`config.mk`:
```
export PLATFORM = sky130hd
export DESIGN_NAME = bitmap_chunk_pool_allocator
export DESIGN_NICKNAME = d
export VERILOG_FILES = /design/src/sv/bcpa_pkg.sv /design/src/sv/bitmap_chunk_pool_allocator.sv
export SDC_FILE = /design/constraint.sdc
export NUM_CORES = 2
export LEC_CHECK = 0
export ABC_AREA = 1
export BUFFER_PORTS_ARGS = -buffer_cell sky130_fd_sc_hd__clkbuf_2
export CORE_MARGIN = 1
export CORE_UTILIZATION = 35
export CTS_CLUSTER_DIAMETER = 40
export DETAILED_ROUTE_END_ITERATION = 10
export SETUP_SLACK_MARGIN = 0.4
export SYNTH_ARGS = -nofsm -noshare
export SYNTH_HDL_FRONTEND = slang
export SYNTH_MEMORY_MAX_BITS = 65536
export SYNTH_SLANG_ARGS = --single-unit
```
`constraint.sdc`:
```
create_clock -name i_clk -period 22.5 [get_ports i_clk]
set_input_delay 1.125 -clock i_clk [delete_from_list [all_inputs] [get_ports i_clk]]
set_output_delay 1.125 -clock i_clk [all_outputs]
set_load 0.005 [all_outputs]
```
`src/sv/bcpa_pkg.sv`:
```
`timescale 1ns / 1ps
package bcpa_pkg;
    localparam int unsigned PAGES_DEF = 16;
    localparam int unsigned WORDS_DEF = 8;
    localparam int unsigned CHUNK_DEF = 64;

    typedef enum logic [2:0] {
        ST_GRANTED     = 3'd0,
        ST_FALLBACK    = 3'd1,
        ST_FREED       = 3'd2,
        ST_NOT_IN_POOL = 3'd3,
        ST_DOUBLE_FREE = 3'd4
    } t_status;

    typedef enum logic [0:0] {
        REQ_ALLOC = 1'b0,
        REQ_FREE  = 1'b1
    } t_req;

    typedef enum logic [0:0] {
        CFG_ENABLE = 1'b0,
        CFG_BASE   = 1'b1
    } t_cfg_idx;

    typedef struct packed {
        logic [0:0]  req_type;
        logic [31:0] alloc_size;
        logic [31:0] address;
    } t_in;

    typedef struct packed {
        logic [2:0]  status;
        logic [31:0] chunk_address;
    } t_out;

    typedef enum logic [2:0] {
        S_IDLE,
        S_SCAN,
        S_READ,
        S_WORD,
        S_FREAD,
        S_FMOD,
        S_OUT
    } t_state;
endpackage

```
`src/sv/bitmap_chunk_pool_allocator.sv`:
```
`timescale 1ns / 1ps
// Bitmap chunk pool allocator.
// Input channel: i_in_valid / o_in_stall carry a t_in request (allocate or
// free). Output channel: o_out_valid / i_out_stall carry one t_out result per
// request. A transfer happens on a rising edge with valid high and stall low.
// Configuration: i_cfg_valid / o_cfg_ready with i_cfg_index and i_cfg_data;
// index 0 is pool_enable, index 1 is pool_base. Write only while idle.
// Steps from the request transfer to the result transfer (with no receiver
// stall, the next request can transfer on the same edge as the result):
//   free: address decode and bitmap read, modify/write, result.
//   allocate: page scan over the per-page summary registers at one page per
//   cycle (a full scan when a fresh page must be activated), then a read
//   and a check per bitmap word until a non-full word is found or the last
//   word of the page is checked, then the result is loaded. An allocate that
//   falls back at once (pool disabled, size too large) goes straight to the result.
// One request is in flight at a time; the state machine sets that.
// Reset clears page_active and the page counters at once. Bitmap words carry
// a valid bit per row, so a word of an inactive-since-reset row reads as zero;
// no clearing pass is needed.
// When the receiver stalls, the result is held in the output register and no
// new request is taken until it transfers.
module bitmap_chunk_pool_allocator #(
    parameter int unsigned PAGES          = bcpa_pkg::PAGES_DEF,
    parameter int unsigned WORDS_PER_PAGE = bcpa_pkg::WORDS_DEF,
    parameter int unsigned CHUNK_BYTES    = bcpa_pkg::CHUNK_DEF
) (
    input  logic            i_clk,
    input  logic            i_rst_n,
    input  logic            i_in_valid,
    output logic            o_in_stall,
    input  bcpa_pkg::t_in   i_in_data,
    output logic            o_out_valid,
    input  logic            i_out_stall,
    output bcpa_pkg::t_out  o_out_data,
    input  logic            i_cfg_valid,
    output logic            o_cfg_ready,
    input  logic [0:0]      i_cfg_index,
    input  logic [31:0]     i_cfg_data
);
    localparam int unsigned DEPTH   = PAGES * WORDS_PER_PAGE;
    localparam int unsigned PW      = (PAGES > 1) ? $clog2(PAGES) : 1;
    localparam int unsigned WW      = (WORDS_PER_PAGE > 1) ? $clog2(WORDS_PER_PAGE) : 1;
    localparam int unsigned AW      = (DEPTH > 1) ? $clog2(DEPTH) : 1;
    localparam int unsigned CPP     = WORDS_PER_PAGE * 32;
    localparam int unsigned CW      = $clog2(CPP + 1);
    localparam int unsigned CBW     = $clog2(CHUNK_BYTES);
    localparam longint unsigned PAGE_BYTES = longint'(CPP) * longint'(CHUNK_BYTES);
    localparam longint unsigned POOL_BYTES = PAGE_BYTES * longint'(PAGES);

    bcpa_pkg::t_state r_state, n_state;

    logic                r_enable;
    logic [31:0]         r_base;
    bcpa_pkg::t_in       r_req;
    bcpa_pkg::t_out      r_out;
    logic                r_out_valid;

    logic [PAGES-1:0]    r_active;
    logic [CW-1:0]       r_cnt [PAGES];
    logic [DEPTH-1:0]    r_wvalid;
    logic [31:0]         r_mem [DEPTH];
    logic [31:0]         r_rdata;

    logic [PW-1:0]       r_page;
    logic [WW-1:0]       r_word;
    logic [4:0]          r_bit;
    logic [PW:0]         r_scan;
    logic                r_inact_found;
    logic [PW-1:0]       r_inact;
    logic [31:0]         r_off;

    // Memory port controls.
    logic                mem_re, mem_we;
    logic [AW-1:0]       mem_ra, mem_wa;
    logic [31:0]         mem_wd;
    logic                rd_valid_q;

    logic                in_xfer, out_xfer;
    assign in_xfer  = i_in_valid && !o_in_stall;
    assign out_xfer = r_out_valid && !i_out_stall;
    // Take a new request on the edge where the held result leaves.
    assign o_in_stall  = (r_state != bcpa_pkg::S_IDLE) || (r_out_valid && i_out_stall);
    assign o_cfg_ready = 1'b1;
    assign o_out_valid = r_out_valid;
    assign o_out_data  = r_out;

    function automatic logic [AW-1:0] row(input logic [PW-1:0] p, input logic [WW-1:0] w);
        logic [AW+PW+WW:0] t;
        t = (AW+PW+WW+1)'(p) * (AW+PW+WW+1)'(WORDS_PER_PAGE) + (AW+PW+WW+1)'(w);
        return t[AW-1:0];
    endfunction

    // Free address decode, from registered offset.
    logic [31:0] off_chunk;
    logic [PW-1:0] f_page;
    logic [WW-1:0] f_word;
    logic [4:0]    f_bit;
    logic          f_inrange;
    logic [31:0]   f_pg32, f_rem;
    assign off_chunk = r_off >> CBW;
    assign f_inrange = 64'(r_off) < POOL_BYTES;
    assign f_pg32    = off_chunk / CPP;
    assign f_rem     = off_chunk % CPP;
    assign f_page    = f_pg32[PW-1:0];
    assign f_word    = WW'(f_rem >> 5);
    assign f_bit     = f_rem[4:0];

    // Memory word as seen: invalid rows read zero.
    logic [31:0] rword;
    assign rword = rd_valid_q ? r_rdata : 32'd0;

    logic [4:0] low_clear;
    always_comb begin
        low_clear = 5'd31;
        for (int b = 31; b >= 0; b--) begin
            if (!rword[b]) low_clear = 5'(b);
        end
    end

    // Grant address: base + chunk * CHUNK_BYTES, modulo 2^32.
    logic [31:0] g_chunk, g_addr;
    assign g_chunk = 32'(r_page) * 32'(CPP) + 32'(r_word) * 32'd32 + 32'(low_clear);
    assign g_addr  = r_base + (g_chunk << CBW);

    logic [PW-1:0] scan_p;
    assign scan_p = r_scan[PW-1:0];

    always_comb begin
        n_state = r_state;
        mem_re  = 1'b0;
        mem_ra  = row(r_page, r_word);
        case (r_state)
            bcpa_pkg::S_IDLE: begin
                if (in_xfer) begin
                    n_state = (i_in_data.req_type == bcpa_pkg::REQ_ALLOC)
                        ? bcpa_pkg::S_SCAN : bcpa_pkg::S_FREAD;
                end
            end
            bcpa_pkg::S_SCAN: begin
                if (r_req.req_type == bcpa_pkg::REQ_ALLOC &&
                    (!r_enable || r_req.alloc_size > 32'(CHUNK_BYTES))) begin
                    n_state = bcpa_pkg::S_OUT;
                end else if (32'(r_scan) == 32'(PAGES)) begin
                    n_state = r_inact_found ? bcpa_pkg::S_READ : bcpa_pkg::S_OUT;
                end else if (r_active[scan_p] && r_cnt[scan_p] != '0) begin
                    n_state = bcpa_pkg::S_READ;
                end
            end
            bcpa_pkg::S_READ: begin
                mem_re  = 1'b1;
                n_state = bcpa_pkg::S_WORD;
            end
            bcpa_pkg::S_WORD: begin
                if (rword == 32'hFFFF_FFFF) begin
                    if (32'(r_word) == 32'(WORDS_PER_PAGE - 1)) n_state = bcpa_pkg::S_OUT;
                    else n_state = bcpa_pkg::S_READ;
                end else begin
                    n_state = bcpa_pkg::S_OUT;
                end
            end
            bcpa_pkg::S_FREAD: begin
                mem_re  = 1'b1;
                mem_ra  = row(f_page, f_word);
                n_state = bcpa_pkg::S_FMOD;
            end
            bcpa_pkg::S_FMOD: n_state = bcpa_pkg::S_OUT;
            bcpa_pkg::S_OUT:  n_state = bcpa_pkg::S_IDLE;
            default:          n_state = bcpa_pkg::S_IDLE;
        endcase
    end

    always_ff @(posedge i_clk) begin
        if (!i_rst_n) r_state <= bcpa_pkg::S_IDLE;
        else          r_state <= n_state;
    end

    // Bitmap memory, registered read.
    always_ff @(posedge i_clk) begin
        if (mem_we) r_mem[mem_wa] <= mem_wd;
        if (mem_re) r_rdata <= r_mem[mem_ra];
    end

    always_ff @(posedge i_clk) begin
        if (!i_rst_n) begin
            rd_valid_q <= 1'b0;
        end else if (mem_re) begin
            rd_valid_q <= r_wvalid[mem_ra];
        end
    end

    // Modify/write-back decisions. A free writes only when it is in the pool and its bit is set.
    logic [AW-1:0] f_row;
    assign f_row = row(r_page, r_word);
    always_comb begin
        mem_we = 1'b0;
        mem_wa = f_row;
        mem_wd = rword | (32'd1 << low_clear);
        if (r_state == bcpa_pkg::S_WORD && rword != 32'hFFFF_FFFF) begin
            mem_we = 1'b1;
        end else if (r_state == bcpa_pkg::S_FMOD && r_out.status == bcpa_pkg::ST_FREED
                     && rword[r_bit]) begin
            mem_we = 1'b1;
            mem_wd = rword & ~(32'd1 << r_bit);
        end
    end

    always_ff @(posedge i_clk) begin
        if (!i_rst_n) begin
            r_enable      <= 1'b0;
            r_base        <= '0;
            r_out_valid   <= 1'b0;
            r_active      <= '0;
            r_wvalid      <= '0;
            r_inact_found <= 1'b0;
            for (int p = 0; p < PAGES; p++) r_cnt[p] <= '0;
        end else begin
            if (i_cfg_valid) begin
                if (i_cfg_index == bcpa_pkg::CFG_ENABLE) r_enable <= i_cfg_data[0];
                else                                     r_base   <= i_cfg_data;
            end
            if (out_xfer) r_out_valid <= 1'b0;
            if (mem_we) r_wvalid[mem_wa] <= 1'b1;
            case (r_state)
                bcpa_pkg::S_IDLE: begin
                    if (in_xfer) begin
                        r_req         <= i_in_data;
                        r_scan        <= '0;
                        r_word        <= '0;
                        r_inact_found <= 1'b0;
                        r_off         <= i_in_data.address - r_base;
                        r_out.chunk_address <= '0;
                        r_out.status  <= bcpa_pkg::ST_FALLBACK;
                    end
                end
                bcpa_pkg::S_SCAN: begin
                    if (!r_enable || r_req.alloc_size > 32'(CHUNK_BYTES)) begin
                        r_out.status <= bcpa_pkg::ST_FALLBACK;
                    end else if (32'(r_scan) == 32'(PAGES)) begin
                        if (r_inact_found) begin
                            r_page <= r_inact;
                            r_active[r_inact] <= 1'b1;
                            r_cnt[r_inact]    <= CW'(CPP);
                        end
                    end else if (r_active[scan_p] && r_cnt[scan_p] != '0) begin
                        r_page <= scan_p;
                    end else begin
                        if (!r_active[scan_p] && !r_inact_found) begin
                            r_inact_found <= 1'b1;
                            r_inact       <= scan_p;
                        end
                        r_scan <= r_scan + 1'b1;
                    end
                end
                bcpa_pkg::S_WORD: begin
                    if (rword != 32'hFFFF_FFFF) begin
                        r_out.status        <= bcpa_pkg::ST_GRANTED;
                        r_out.chunk_address <= g_addr;
                        if (r_cnt[r_page] != '0) r_cnt[r_page] <= r_cnt[r_page] - 1'b1;
                    end else if (32'(r_word) != 32'(WORDS_PER_PAGE - 1)) begin
                        r_word <= r_word + 1'b1;
                    end
                end
                bcpa_pkg::S_FREAD: begin
                    r_page <= f_page;
                    r_word <= f_word;
                    r_bit  <= f_bit;
                    if (!r_enable || !f_inrange || !r_active[f_page]) begin
                        r_out.status <= bcpa_pkg::ST_NOT_IN_POOL;
                    end else begin
                        r_out.status <= bcpa_pkg::ST_FREED;
                    end
                end
                bcpa_pkg::S_FMOD: begin
                    if (r_out.status == bcpa_pkg::ST_FREED) begin
                        if (!rword[r_bit]) begin
                            r_out.status <= bcpa_pkg::ST_DOUBLE_FREE;
                        end else if (32'(r_cnt[r_page]) < 32'(CPP)) begin
                            r_cnt[r_page] <= r_cnt[r_page] + 1'b1;
                        end
                    end
                end
                bcpa_pkg::S_OUT: r_out_valid <= 1'b1;
                default: ;
            endcase
        end
    end
endmodule
```
Yosys cells after proc, flatten, opt, wreduce, memory -nomap -nowiden:

Memory sizes are Yosys's and may differ from the RTL's. A register that Yosys moved wholly into a read port is not among the register bits.
Index checks and enable logic that the tools add are counted.

* add/sub/neg operators: 10
* order comparisons: 11
* equal/unequal tests: 26
* shifts and indexed selects: 2
* mux-type cells: 118
* bitwise logic cells: 11
* reductions and logical operators: 48

Operator list (number)
* $mux 5: 31
* $or 128x128->128: 1
* $mux 32: 3
* $mux 35: 2
* $pmux 32 s2: 1
* $shl 1x5->32 const A: 2
* $mux 3: 15
* $mux 1: 40
* $add 32x20->32: 1
* $and 32x32->32: 1
* $eq 32x32->1 const B: 1
* $gt 32x7->1 const B: 1
* $lt 32x19->1 const B: 1
* $mux 4: 8
* $ne 32x32->1 const B: 1
* $not 32->32: 1
* $or 32x32->32: 1
* $sub 32x32->32: 1
* $mux 9: 3
* $pmux 3 s6: 1
* $reduce_and 6->1: 3
* $reduce_bool 9->1: 2
* $reduce_or 9->1: 2
* $lt 7x8->1 const B: 2
* other kinds (48): 101

* bits in registers: 304
* memory bits (writable): 4240
* input port bits: 103
* output and inout bits: 38
* logic and storage cells: 246
* memories kept: 2

Memory list
* r_mem: depth 128, width 32, read ports 1, clocked after Yosys merged registers in 1, write ports 1, line bitmap_chunk_pool_allocator.sv:61 `logic [31:0] r_mem [DEPTH];`
* r_cnt: depth 16, width 9, read ports 2, clocked after Yosys merged registers in 2, write ports 16, line bitmap_chunk_pool_allocator.sv:59 `logic [CW-1:0] r_cnt [PAGES];`

Longest topological paths before layout:

* word-level depth: 36
* depth in mapped cells: 48

Least setup slack after synthesis:

Ideal clock, no wire load.

* path kind: register to register
* from: reg r_rdata[29], read port of r_mem
* to: mem r_mem[0][21] (data pin)
* arrival: 7.036 ns
* required time: 21.303 ns
* path slack: 14.267 ns
* stages on the path, launching flop included: 34
* path buffers: 0
* cells stage by stage: edfxtp_1 > nand2_1 > nand2_1 > nand2_1 > nand2_1 > nand2_1 > nand2_1 > nand2_1 > nand2_1 > nand2_1 > nand2_1 > nand2_1 > nand2_1 > nand2_1 > nand2_1 > nand2_1 > nand2_1 > nand2_1 > nand2_1 > nand2_1 > nand2_1 > nand2_1 > nand2_1 > nand2_1 > nand2_1 > nand2_1 > nand2_1 > nand2_1 > nand2_1 > nand2_1 > nand3_1 > inv_1 > nand2_1 > o21ai_0

* longest elaborated chain between the ends: 35
* elaborated cells on any way between the ends: 40

Ends and longest elaborated chain
* from (decl): line bitmap_chunk_pool_allocator.sv:62 `logic [31:0] r_rdata;`
* $mux 32 *: line bitmap_chunk_pool_allocator.sv:110 `assign rword = rd_valid_q ? r_rdata : 32'd0;`
* $mux 2 (2 in a row): line bitmap_chunk_pool_allocator.sv:116 `if (!rword[b]) low_clear = 5'(b);`
* $mux 3: line bitmap_chunk_pool_allocator.sv:116
* $mux 5 (27 in a row): line bitmap_chunk_pool_allocator.sv:116
* $shl 1x5->32: line bitmap_chunk_pool_allocator.sv:197 `mem_wd = rword | (32'd1 << low_clear);`
* $or 32x32->32: line bitmap_chunk_pool_allocator.sv:197
* $mux 32: line bitmap_chunk_pool_allocator.sv:200 `end else if (r_state == bcpa_pkg::S_FMOD && r_out.status == bcpa_pkg::ST_FREED`
* $mux 32 *: line bitmap_chunk_pool_allocator.sv:198 `if (r_state == bcpa_pkg::S_WORD && rword != 32'hFFFF_FFFF) begin`
* net mem_wd[21]: line bitmap_chunk_pool_allocator.sv:75 `logic [31:0] mem_wd;`
* to (decl): line bitmap_chunk_pool_allocator.sv:61

The timed path passes the listed nets; every way through them passes the cells marked *. The select of a mux whose other input is x is not followed.

Worst setup path after layout:

* from: reg r_state[2]
* to: reg r_rdata[7], read port of r_mem (data pin)

* longest elaborated chain between the ends: 3
* elaborated cells on any way between the ends: 5

Ends and longest elaborated chain
* from (decl): line bitmap_chunk_pool_allocator.sv:50 `bcpa_pkg::t_state r_state, n_state;`
* from (signal assigned): line bitmap_chunk_pool_allocator.sv:173 `if (!i_rst_n) r_state <= bcpa_pkg::S_IDLE;`
* from (signal assigned): line bitmap_chunk_pool_allocator.sv:174 `else r_state <= n_state;`
* $eq 3x3->1 or $eq 3x2->1 (tied branches): line bitmap_chunk_pool_allocator.sv:132 `case (r_state)`
* $reduce_or 2->1 (no line)
* $mux 1: line bitmap_chunk_pool_allocator.sv:132

Several ways; a longest one is shown, not always the timed one.
A chain may end at the register's enable or synchronous reset.

==> metrics.yaml <==
status: "finished, final reports clean"
synth-compound-area-share_pct: 14.0
grt_pass1_vias: 117459
hpwlAfterDp_mm: 310
placed_cells: 21178
die_x_um: 726
hold_violations: 0
grt_max_degree: 191
slew_viol_final: 0
cts_setup_buffers: 0
cts_tree: "done"
worst_pin_slew_ns: 1.30
cellPowerDensity_nw_per_um2: 138
r2r_slack_ns: 14.88
cp-end-kind: "register"
yosysTopAreaCellShare_pct: 71.7
core-area_um2: 522000
hold_path_class: "in -> reg"
synth_top_family_by_area: "compound AO/OA/AOI/OAI gates"
cts_resized: 0
synth_edf_count: 4387
synth_warnings: 0
nets: 14926
ioPinCount: 141
synthSimpleGateAreaFrac_pct: 8.82
multi_input_area_um2: 44300
clock_latency_ns: 1.07
vias: 126529
utilization_pct: 40.5
ys.flop_type: "edfxtp_1"
syn_area_um2: 184000
max-slew-margin-rel_pct: 13.5
antenna_found_initial: 27
critPathMaxFanout: 79
cts_sinks: 4578
required_ns: 23.43
design_area_um2: 211000
fin_skew_ns: 0.0591
peakVddDrop_mv: 0.138
power_mw: 29.1
setup_tns_ns: 0
ant_nets: 0
via_per_inst: 5.71
synth_xor_area_share_pct: 0.138
place_congestion: 0.892
overflow: 0
synth_top_area_cell: "edfxtp_1"
drt-total-wl_mm: 582
syn_to_final_growth_pct: 15.1
clk_path_buf_depth: 4
period_needed_ns: 7.62
start_kind: "register"
ys_seq_area_share_pct: 73.8
syn_inst: 14785
synth_seq_cells: 4578
period_share_pct: 33.9
first_pass_iters: 6
cts_made_buffers: 531
maxCapViolations: 0
synthTopCellsByArea: "edfxtp_1, o21ai_0, nor2_1"
fill_cells: 48242
layout-drive-gt1-share_pct: 10.5
setup_violations: 0
drt_iter0_markers: 17651
synth.distinct_cells: 70
syn_nets: 14942
dieArea_um2: 528000
root_buffer: "clkbuf_16"
synth.area.mux_share_pct: 0.0218
dieHeight_um: 726
power.leakage_nw: 68.7
synth_area_per_cell_um2: 12.4
wl_per_cell_um: 26.2
rsz0062_at_grt: "no"
postCtsHoldBufs: 0
arrival_ns: 8.55
finalNonFillerCells: 22169
grt_pass1_wl_mm: 830
synthAdderAreaFrac_pct: 0.372
track_usage_pct: 21.1
post_dp_cell_area_um2: 193000
htree_levels: 6
fmax_mhz: 131
layout.area.seq_um2: 136000
initial_core_util_pct: 35.2
drc: 0
synthArstFlopShare_pct: 0
cts.reportedPaths.clkPinSlew_ns: 0.06
crit_type: "reg -> reg"
rows: 265
portBuffers: 139
## per-stage QoR
step                hold slack, ns  setup slack, ns
floorplan                    0.400            14.27
global placement             0.411            15.04
detailed placement           0.421            15.02
CTS                          0.190            15.00
global route                 0.233            14.37
finish                       0.258            14.88
## logic make-up (layout without fill, tap and decap cells)
family / after synthesis / after routing
simple gates: 4123 / 4123
flops: 4578 / 4578
fa+ha+maj: 54 / 54
other cells: 1 / 15
buf+inv: 1326 / 1754
compound gates: 4670 / 4670
mux: 4 / 4
xor+xnor: 29 / 29
## report_power, final
part	switching [mW]	leakage (nW)	total [mW]	internal (mW)
clock	3.61	8.72	8.81	5.20
sequential	0.116	42.6	10.1	9.99
combinational	7.78	17.3	10.2	2.45
## placed cells by master, fill, tap and decap left out, types with 24 or more instances in the layout
cell | Yosys | layout
edfxtp_1 | 4387 | 4387
nor2_1 | 3428 | 3300
o21ai_0 | 2896 | 2884
o22ai_1 | 1366 | 1357
clkbuf_16 | 0 | 551
nand2_1 | 434 | 424
buf_4 | 17 | 315
inv_1 | 277 | 272
a21oi_1 | 206 | 200
dfxtp_1 | 191 | 189
clkbuf_2 | 0 | 139
nor2_4 | 9 | 137
nand3_1 | 84 | 82
clkinv_1 | 7 | 69
clkbuf_1 | 844 | 69
clkinv_2 | 0 | 68
inv_6 | 0 | 55
ha_1 | 53 | 53
bufinv_16 | 0 | 53
o211ai_1 | 52 | 52
clkinvlp_4 | 0 | 43
nor3_1 | 42 | 41
nand4_1 | 38 | 38
nor4_1 | 31 | 31
o221ai_1 | 25 | 25
buf_12 | 0 | 24
## synth_stat cells, types with 25 or more instances
cell type and count:
a21oi_1 206, buf_2 146, clkbuf_1 844, dfxtp_1 191, edfxtp_1 4387, ha_1 53
inv_1 277, nand2_1 434, nand3_1 84, nand4_1 38, nor2_1 3428, nor3_1 42
nor4_1 31, o211ai_1 52, o21ai_0 2896, o221ai_1 25, o22ai_1 1366
## area by class of cell
| cell class | count | share of cell area [%] |
|---|---|---|
| sequential | 4578 | 64.1 |
| multi-input combinational | 8881 | 21.0 |
| clock buffer | 634 | 6.74 |
| tap | 6942 | 4.11 |
| clock inverter | 343 | 1.79 |
| timing repair buffer | 478 | 1.68 |
| inverter | 299 | 0.552 |
| antenna | 14 | 0.0166 |
## flip-flops by register name, summed over array words and instances (netlist names), 4 cells and up, named ones only
register	count
r_mem	4096
r_cnt	144
r_wvalid	128
o_out_data	35
r_req	33
r_base	32
r_rdata	32
r_off	26
r_active	16
r_bit	5
r_scan	5
r_inact	4
r_page	4
## worst max-delay path, cell delays in order, from the launching register on
cell	delay, ns
dfxtp_1	0.38
inv_2	0.07
nor2_2	0.13
inv_2	0.10
nor2_8	0.21
nand2_1	0.15
o21ai_4	0.08
buf_4	0.49
buf_4	0.67
buf_4	0.75
buf_4	0.69
buf_4	0.75
buf_4	0.73
buf_4	0.75
o21ai_0	0.16
o22ai_1	0.16
nor2_1	0.07
o22ai_1	0.35
nor2_1	0.08
o22ai_1	0.16
nand2_1	0.28
nand2_1	0.15
## per-layer routing
metal  global-route usage [%]  vias up  share of wire, %
met5                        0        -             0.013
li1                         -    54809                 -
met3                     3.68     1235                10
met1                     29.1    63510                40
met4                     9.29       12               4.9
met2                     32.7     6963                45
## path summary, 6_finish.rpt
kind / startpoint / to / depth (start not counted)
worst max-delay path: r_state[2] / r_rdata[7] / 21
worst min-delay path: i_in_data[56] / r_req[56] / 1
worst max register to register: r_state[2] / r_rdata[7] / 21
worst min register to register: r_off[8] / r_bit[2] / 0
Note: power is estimated with default switching activity, not from simulation.
